[config.mk]
export PLATFORM = sky130hd
export DESIGN_NAME = ovnh_octave
export DESIGN_NICKNAME = d
export VERILOG_FILES = /design/src/rtl/core/ovnh_pkg.sv /design/src/rtl/core/ovnh_octave.sv
export SDC_FILE = /design/constraint.sdc
export NUM_CORES = 2
export LEC_CHECK = 0
export ABC_AREA = 1
export ABC_CLOCK_PERIOD_IN_PS = 20800
export BUFFER_PORTS_ARGS = -buffer_cell sky130_fd_sc_hd__buf_2
export CORE_MARGIN = 4
export CORE_UTILIZATION = 50
export CTS_CLUSTER_SIZE = 20
export DETAILED_ROUTE_END_ITERATION = 16
export PLACE_DENSITY_LB_ADDON = 0.12
export SYNTH_ARGS = -nofsm -noshare
export SYNTH_HDL_FRONTEND = slang
export SYNTH_SLANG_ARGS = --single-unit
[constraint.sdc]
create_clock -name i_clk -period 20.8 [get_ports i_clk]
set_clock_uncertainty 0.1 [all_clocks]
set_input_delay 2.08 -clock i_clk [delete_from_list [all_inputs] [get_ports i_clk]]
set_output_delay 2.08 -clock i_clk [all_outputs]
set_load 0.005 [all_outputs]
[src/rtl/core/ovnh_pkg.sv]
// ---------------------------------------------------------------------------
// ovnh_pkg: shared constants and a scale function for the octave value noise height block
// Holds octave scale factors, hash constants, register indexes and weights.
// ---------------------------------------------------------------------------
package ovnh_pkg;

    localparam int FRAC_BITS_DEF = 16;
    localparam int CFG_IDX_W     = 2;
    localparam int CFG_DATA_W    = 16;

    localparam logic [CFG_IDX_W-1:0] REG_SEED    = 2'd0;
    localparam logic [CFG_IDX_W-1:0] REG_FLOOR   = 2'd1;
    localparam logic [CFG_IDX_W-1:0] REG_CEILING = 2'd2;

    localparam logic [15:0] SEED_OFS1 = 16'd7919;
    localparam logic [15:0] SEED_OFS2 = 16'((104729) % 65536);

    localparam logic [15:0] CEILING_RST = 16'sd25600;

    localparam int HASH_X = 1619;
    localparam int HASH_Y = 31337;
    localparam int HASH_S = 13;

    localparam int W_OCT0 = 70;
    localparam int W_OCT1 = 20;
    localparam int W_OCT2 = 10;

    localparam int NUM_OCT = 3;

    // round(k * 2^F) for the three octave scales
    function automatic longint oct_scale(input int oct, input int frac);
        longint one;
        one = longint'(1) << frac;
        case (oct)
            0:       oct_scale = (5 * one + 500) / 1000;
            1:       oct_scale = (5 * one + 50) / 100;
            default: oct_scale = (2 * one + 5) / 10;
        endcase
    endfunction

endpackage

[src/rtl/core/ovnh_octave.sv]
// ---------------------------------------------------------------------------
// ovnh_octave: one octave of 2D value noise, pipelined
// Scale, hash corners, smoothstep, bilinear lerp; result is Q2.F signed.
// Seven register stages, each stage advances on i_adv.
// ---------------------------------------------------------------------------
module ovnh_octave #(
    parameter int FRAC_BITS = ovnh_pkg::FRAC_BITS_DEF,
    parameter int OCT       = 0
) (
    input  logic                  i_clk,
    input  logic                  i_adv,
    input  logic [15:0]           i_x,
    input  logic [15:0]           i_y,
    input  logic [15:0]           i_seed,
    output logic signed [FRAC_BITS+2:0] o_noise
);
    localparam int F  = FRAC_BITS;
    localparam int SW = F - 1;                 // scale < 0.25 fits F-1 bits
    localparam int PW = 16 + SW;               // product width
    localparam int IW = PW - F;                // integer part width
    localparam logic [SW-1:0] SCALE = SW'(ovnh_pkg::oct_scale(OCT, F));
    localparam int VW = F + 2;                 // signed Q1.F corner width

    // stage 1: scale
    logic [PW-1:0] r_px, r_py;
    logic [15:0]   r_s1;
    // stage 2: hash pieces and f^2
    logic [9:0]    r_hx0, r_hx1, r_hy0, r_hy1, r_hs;
    logic [F-1:0]  r_fx2, r_fy2;
    logic [F-1:0]  r_fx, r_fy;
    // stage 3: corners, smoothstep
    logic [9:0]    r_h00, r_h10, r_h01, r_h11;
    logic [F-1:0]  r_u, r_v;
    // stage 4: t*(b-a) products for top/bot
    logic signed [VW-1:0] r_c00, r_c01;
    logic signed [2*VW:0] r_pt, r_pb;
    logic [F-1:0]  r_v4;
    // stage 5: top/bot
    logic signed [VW-1:0] r_top, r_bot;
    logic [F-1:0]  r_v5;
    // stage 6: vertical product
    logic signed [VW-1:0] r_top6;
    logic signed [2*VW:0] r_pv;

    logic [2*F-1:0] fx2_full, fy2_full, ux_full, vy_full;
    logic [F+1:0]   wx, wy;
    logic [2*F+1:0] uxw, vyw;
    logic signed [VW-1:0] c10, c11, dt, db, dv, top_n, bot_n, r_n;
    logic signed [2*VW:0] pv_n;

    always_comb begin
        fx2_full = {{F{1'b0}}, r_px[F-1:0]} * {{F{1'b0}}, r_px[F-1:0]};
        fy2_full = {{F{1'b0}}, r_py[F-1:0]} * {{F{1'b0}}, r_py[F-1:0]};
        wx  = (F+2)'(3) << F;
        wx  = wx - {1'b0, r_fx, 1'b0};
        wy  = ((F+2)'(3) << F) - {1'b0, r_fy, 1'b0};
        uxw = {{(F){1'b0}}, wx} * {{(F+2){1'b0}}, r_fx2};
        vyw = {{(F){1'b0}}, wy} * {{(F+2){1'b0}}, r_fy2};
        ux_full = uxw[2*F-1:0];
        vy_full = vyw[2*F-1:0];
        c10 = VW'({r_h10, {(F-10){1'b0}}});
        c11 = VW'({r_h11, {(F-10){1'b0}}});
        dt  = c10 - VW'({r_h00, {(F-10){1'b0}}});
        db  = c11 - VW'({r_h01, {(F-10){1'b0}}});
        top_n = r_c00 + VW'(r_pt >>> F);
        bot_n = r_c01 + VW'(r_pb >>> F);
        dv   = r_bot - r_top;
        pv_n = (2*VW+1)'($signed({1'b0, r_v5})) * (2*VW+1)'(dv);
        r_n  = r_top6 + VW'(r_pv >>> F);
    end

    always_ff @(posedge i_clk) begin
        if (i_adv) begin
            r_px <= PW'(i_x) * PW'(SCALE);
            r_py <= PW'(i_y) * PW'(SCALE);
            r_s1 <= i_seed;

            r_hx0 <= 10'(r_px[PW-1:F] * 10'(ovnh_pkg::HASH_X));
            r_hx1 <= 10'((r_px[PW-1:F] + IW'(1)) * 10'(ovnh_pkg::HASH_X));
            r_hy0 <= 10'(r_py[PW-1:F] * 10'(ovnh_pkg::HASH_Y));
            r_hy1 <= 10'((r_py[PW-1:F] + IW'(1)) * 10'(ovnh_pkg::HASH_Y));
            r_hs  <= 10'(r_s1[9:0] * 10'(ovnh_pkg::HASH_S));
            r_fx2 <= fx2_full[2*F-1:F];
            r_fy2 <= fy2_full[2*F-1:F];
            r_fx  <= r_px[F-1:0];
            r_fy  <= r_py[F-1:0];

            r_h00 <= r_hx0 + r_hy0 + r_hs;
            r_h10 <= r_hx1 + r_hy0 + r_hs;
            r_h01 <= r_hx0 + r_hy1 + r_hs;
            r_h11 <= r_hx1 + r_hy1 + r_hs;
            r_u   <= ux_full[2*F-1:F];
            r_v   <= vy_full[2*F-1:F];

            r_c00 <= VW'({r_h00, {(F-10){1'b0}}});
            r_c01 <= VW'({r_h01, {(F-10){1'b0}}});
            r_pt  <= (2*VW+1)'($signed({1'b0, r_u})) * (2*VW+1)'(dt);
            r_pb  <= (2*VW+1)'($signed({1'b0, r_u})) * (2*VW+1)'(db);
            r_v4  <= r_v;

            r_top <= top_n;
            r_bot <= bot_n;
            r_v5  <= r_v4;

            r_top6 <= r_top;
            r_pv   <= pv_n;

            o_noise <= (F+3)'({r_n, 1'b0}) - (F+3)'(longint'(1) << F);
        end
    end
endmodule

---- Yosys cells after proc, flatten, opt, wreduce, memory -nomap -nowiden ----
Index checks and enable logic that the tools add are counted.
operators by class
  add/sub/neg operators ................... 19
  multiply operators ...................... 14
operators by type and width
  operator                  count
  $add A10 B10 Y10          8
  $mul A17 B17 Y34          2
  $mul A18 B16 Y32          2
  $mul A13 B13 Y26          2
  $mul A16 B6 Y22 const B   2
  $add A17 B18 Y18          2
  $sub A18 B17 Y18 const A  2
  $mul A17 B18 Y34          1
  $sub A16 B16 Y17          2
  $add A9 B1 Y10 const B    2
  $mul A10 B10 Y10 const B  2
  $mul A9 B10 Y10 const B   2
  $sub A19 B17 Y19 const B  1
  $add A18 B18 Y18          1
  $sub A18 B18 Y18          1
  $mul A10 B4 Y10 const B   1
word-level totals
  bits in registers ....................... 461
  bits of input ports ..................... 50
  output and inout port bits .............. 19

---- Logic depth before layout (Yosys ltp) ----
  depth in word-level cells ............... 2
  mapped depth ............................ 37
  gate-level depth less buffers ........... 37

---- Least setup slack after synthesis ----
No wires, ideal clock.
  path kind ............................... flip-flop to flip-flop
  start ................................... reg r_top[12]
  end ..................................... reg r_pv[33], data pin
  library setup time ...................... 0.258 ns
  arrival ................................. 6.396 ns
  data required time ...................... 20.442 ns
  setup slack ............................. 14.046 ns
  cell stages (with the launch flop) ...... 31
  buffers on the path ..................... 1
  clock period less this slack ............ 6.754 ns
  path through ............................ edfxtp_1 > inv_1 > ha_1 > a21oi_1 > o21ai_0 > a21oi_1 > nand3_1 > or2_1 > buf_4 > nand2_8 > nor2_4 > fa_1 > inv_1 > fa_1 > inv_1 > xor2_1 > a22o_1 > fa_1 > fa_1 > inv_1 > fa_1 > inv_1 > ha_1 > nand2_1 > nor4_1 > inv_1 > nor2_1 > a21boi_0 > nor2_1 > nand2_1 > nand2_1
on the way
  longest elaborated chain between the ends .. 2
ends and longest elaborated chain
  what                    RTL line            text
  start, declared         ovnh_octave.sv:39   logic signed [VW-1:0] r_top, r_bot;
  start signal, assigned  ovnh_octave.sv:101  r_top <= top_n;
  $sub A18 B18 Y18        ovnh_octave.sv:67   dv = r_bot - r_top;
  $mul A17 B18 Y34        ovnh_octave.sv:68   pv_n = (2*VW+1)'($signed({1'b0, r_v5})) * (2*VW+1)'(dv);
  named net pv_n[33]      ovnh_octave.sv:49   logic signed [2*VW:0] pv_n;
  end signal, assigned    ovnh_octave.sv:106  r_pv <= pv_n;
  end, declared           ovnh_octave.sv:43   logic signed [2*VW:0] r_pv;
The timed path passes the listed nets, and every way through them passes these cells.
A chain may end at the register's enable or synchronous reset.

---- Worst setup path after layout ----
  start ................................... reg r_top[0]
  end ..................................... reg r_pv[33], data pin
Same word-level chain as after synthesis.

==> impl_metrics.toml <==
[status]
status = "finished, final reports clean"

[die]
coreArea_sq_um = 144000
dieWidth_um = 390
io_pins = 69
initial_core_util = 0.505
placementRows = 139
die_area_sq_um = 152000
die_y_um = 390

[setup_path]
timing.rr.start = "r_top[0]$_DFFE_PP_"
critical_path_class = "reg -> reg"
r2r-end = "r_pv[33]$_DFFE_PP_"
path_common_cell = "nand2_1"
cpPeakStageDelay_ns = 0.58
worst_setup_path_start_kind = "flip-flop"
r2r_slack_ns = 12.73
endpoint_kind = "flip-flop"
crit_path_top_delay_cell = "fa_1"
r2r_cells = 35
arrival_ns = 8.31
worstPathRequired_ns = 21.04
worstPathMaxFanout = 11

[min_path]
hold_depth = 0
min_from = "r_pt[20]$_DFFE_PP_"
hold_path_end = "r_top[4]$_DFFE_PP_"
min_path_type = "reg -> reg"

[clock_network]
ctsHoldBuffers = 0
clock-root-buffer = "clkbuf_16"
cts_made_buffers = 48
post_cts_buffers = 0
clk_latency_ns = 0.63
h-tree-depth = 2
clkTransAtPathRegs_ns = 0.06
cts-resized-gates = 0
tritoncts = "yes"
cts_num_sinks = 412
cts.path.max_buffers = 3

[detailed_routing]
wirelength_um = 177000
first_pass_iters = 5
wl_per_cell_um = 17.1
num_vias = 53000
ant_nets = 0
drtIter0Drc = 2944
post_drt_via_cell_ratio = 5.12
drc = 0

[timing]
timing.slew.headroom = 0.290
timing.hold.ws_ns = 0.308
setup_viol = 0
slew_violations = 0
tightest_slew_ns = 1.06
min_period_ns = 8.07
fin_crit_sh = 0.388
hold_viol = 0
grt_setup_unrepaired = "no"
maxClockFrequency_mhz = 124
fin_setup_tns_ns = 0

[synthesis]
netlist.area_leader.share = 0.314
seq_area_frac_synth = 0.170
async_flop_share = 0
synth_area_leaders = "fa_1 31%, edfxtp_1 17%, ha_1 16%, inv_1 11%, nand2_1 7.8%"
ys.flop_type = "edfxtp_1"
yosys_warnings = 0
synth_cell_type_count = 60
syn_avg_cell_area_sq_um = 8.69
yosys.area.top_type = "fa_1"
ys_ff_latch = 412
synth_fp_nets = 10500
synth_most_common_cell = "inv_1"
synth-edff-count = 412
synth_common_cells = "2173 x inv_1, 1507 x nand2_1, 1145 x fa_1"
syn_area_sq_um = 73000
syn_inst = 8398

[cells_and_area]
layout-drive-gt1-share = 0.0283
fin_util = 0.532
nets = 10500
area_growth_pct = 5.35
finalInstanceArea_sq_um = 76900

[flow_run]
drv_cap = 0

[global_route]
grt_overflow = 0
antenna_found_initial = 1
grt_pass1_vias = 55800
gr-usage-all-layers = 0.239
grt_pass1_wl_um = 291000
grt_max_degree = 90

[place]
place_congestion = 0.918
placed_area_sq_um = 75300
port_buffers = 61
hpwlAfterDp_um = 148000
placed cells by master, fill, tap and decap left out, types with 6 or more instances in the layout:
cell type	n
a21boi_0	11
inv_1	2173
nand3_1	245
o21ai_0	154
o211ai_1	10
nor3_1	46
edfxtp_1	412
o21a_1	12
fa_1	1145
or2_2	22
nor2_4	8
nand4_1	33
buf_2	60
xnor2_1	104
o21bai_1	30
nand2_1	1507
nand2_2	13
clkbuf_16	49
nor4_1	22
xor2_1	221
buf_4	31
clkbuf_1	12
clkinv_1	33
a31oi_1	17
ha_1	946
a21o_1	41
nor2_1	650
o2111ai_1	6
or2_1	8
a21oi_1	310
inv_2	16
o31ai_1	10
worst max-delay path: cells and delay by family (launching register included):
kind	cells	cell delay [ns]
AND/OR/NAND/NOR	18	2.30
adder cells (fa/ha/maj)	9	4.23
AO/OA/AOI/OAI	1	0.23
buffers and inverters	7	0.48
flip-flops	1	0.46
stage by stage:
step	worst slack, ns	std cells
2_1_floorplan	14.05	8398
3_3_place_gp	12.80	10200
3_5_place_dp	12.76	10200
4_1_cts	12.72	10300
5_1_grt	12.19	10300
6_report	12.73	10300
state kept, by name, summed over array words and instances, names as in the netlist, 18 cells and up:
name     cells
r_pv        18
r_px        22
r_bot       18
r_py        22
o_noise     18
r_top6      18
r_pt        18
r_top       18
r_pb        18
logic make-up (layout without fill, tap and decap cells):
| logic type | after synthesis | after routing | share of synthesized area |
|---|---|---|---|
| simple gates | 2576 | 2576 | 0.143 |
| buf+inv | 2362 | 2395 | 0.122 |
| fa+ha+maj | 2091 | 2091 | 0.476 |
| compound gates | 628 | 628 | 0.0489 |
| flops | 412 | 412 | 0.170 |
| xor+xnor | 328 | 328 | 0.0396 |
| other cells | 1 | 2 | 0.0000514 |
area by class of cell:
type,instances,area [sq um]
Fill cell,13600,67500
Sequential cell,412,12400
Antenna cell,1,2.50
Clock inverter,29,302
Clock buffer,61,1270
Tap cell,1903,2380
Inverter,2213,8310
Timing Repair Buffer,92,548
Multi-Input combinational cell,5624,51700
worst max path at each step:
| stage | from | to | slack, ns | depth (start not counted) |
|---|---|---|---|---|
| after global placement | r_top[0]$_DFFE_PP_ | r_pv[33]$_DFFE_PP_ | 12.80 | 35 |
| after CTS | r_top[0]$_DFFE_PP_ | r_pv[33]$_DFFE_PP_ | 12.72 | 35 |
| final | r_top[0]$_DFFE_PP_ | r_pv[33]$_DFFE_PP_ | 12.73 | 35 |
| after detailed placement | r_top[0]$_DFFE_PP_ | r_pv[33]$_DFFE_PP_ | 12.76 | 35 |
| after global routing | r_top[0]$_DFFE_PP_ | r_pv[33]$_DFFE_PP_ | 12.19 | 35 |
| after floorplan | r_top[12]$_DFFE_PP_ | r_pv[33]$_DFFE_PP_ | 14.05 | 30 |
per-layer routing:
metal | track usage | wire length (um)
met1 | 0.319 | 77700
met2 | 0.416 | 86000
met3 | 0.0278 | 8390
met4 | 0.0618 | 4870
met5 | 0 | 0
Power is not shown: default switching activity piles up to over one toggle a cycle in this logic, so the estimate is an artifact.
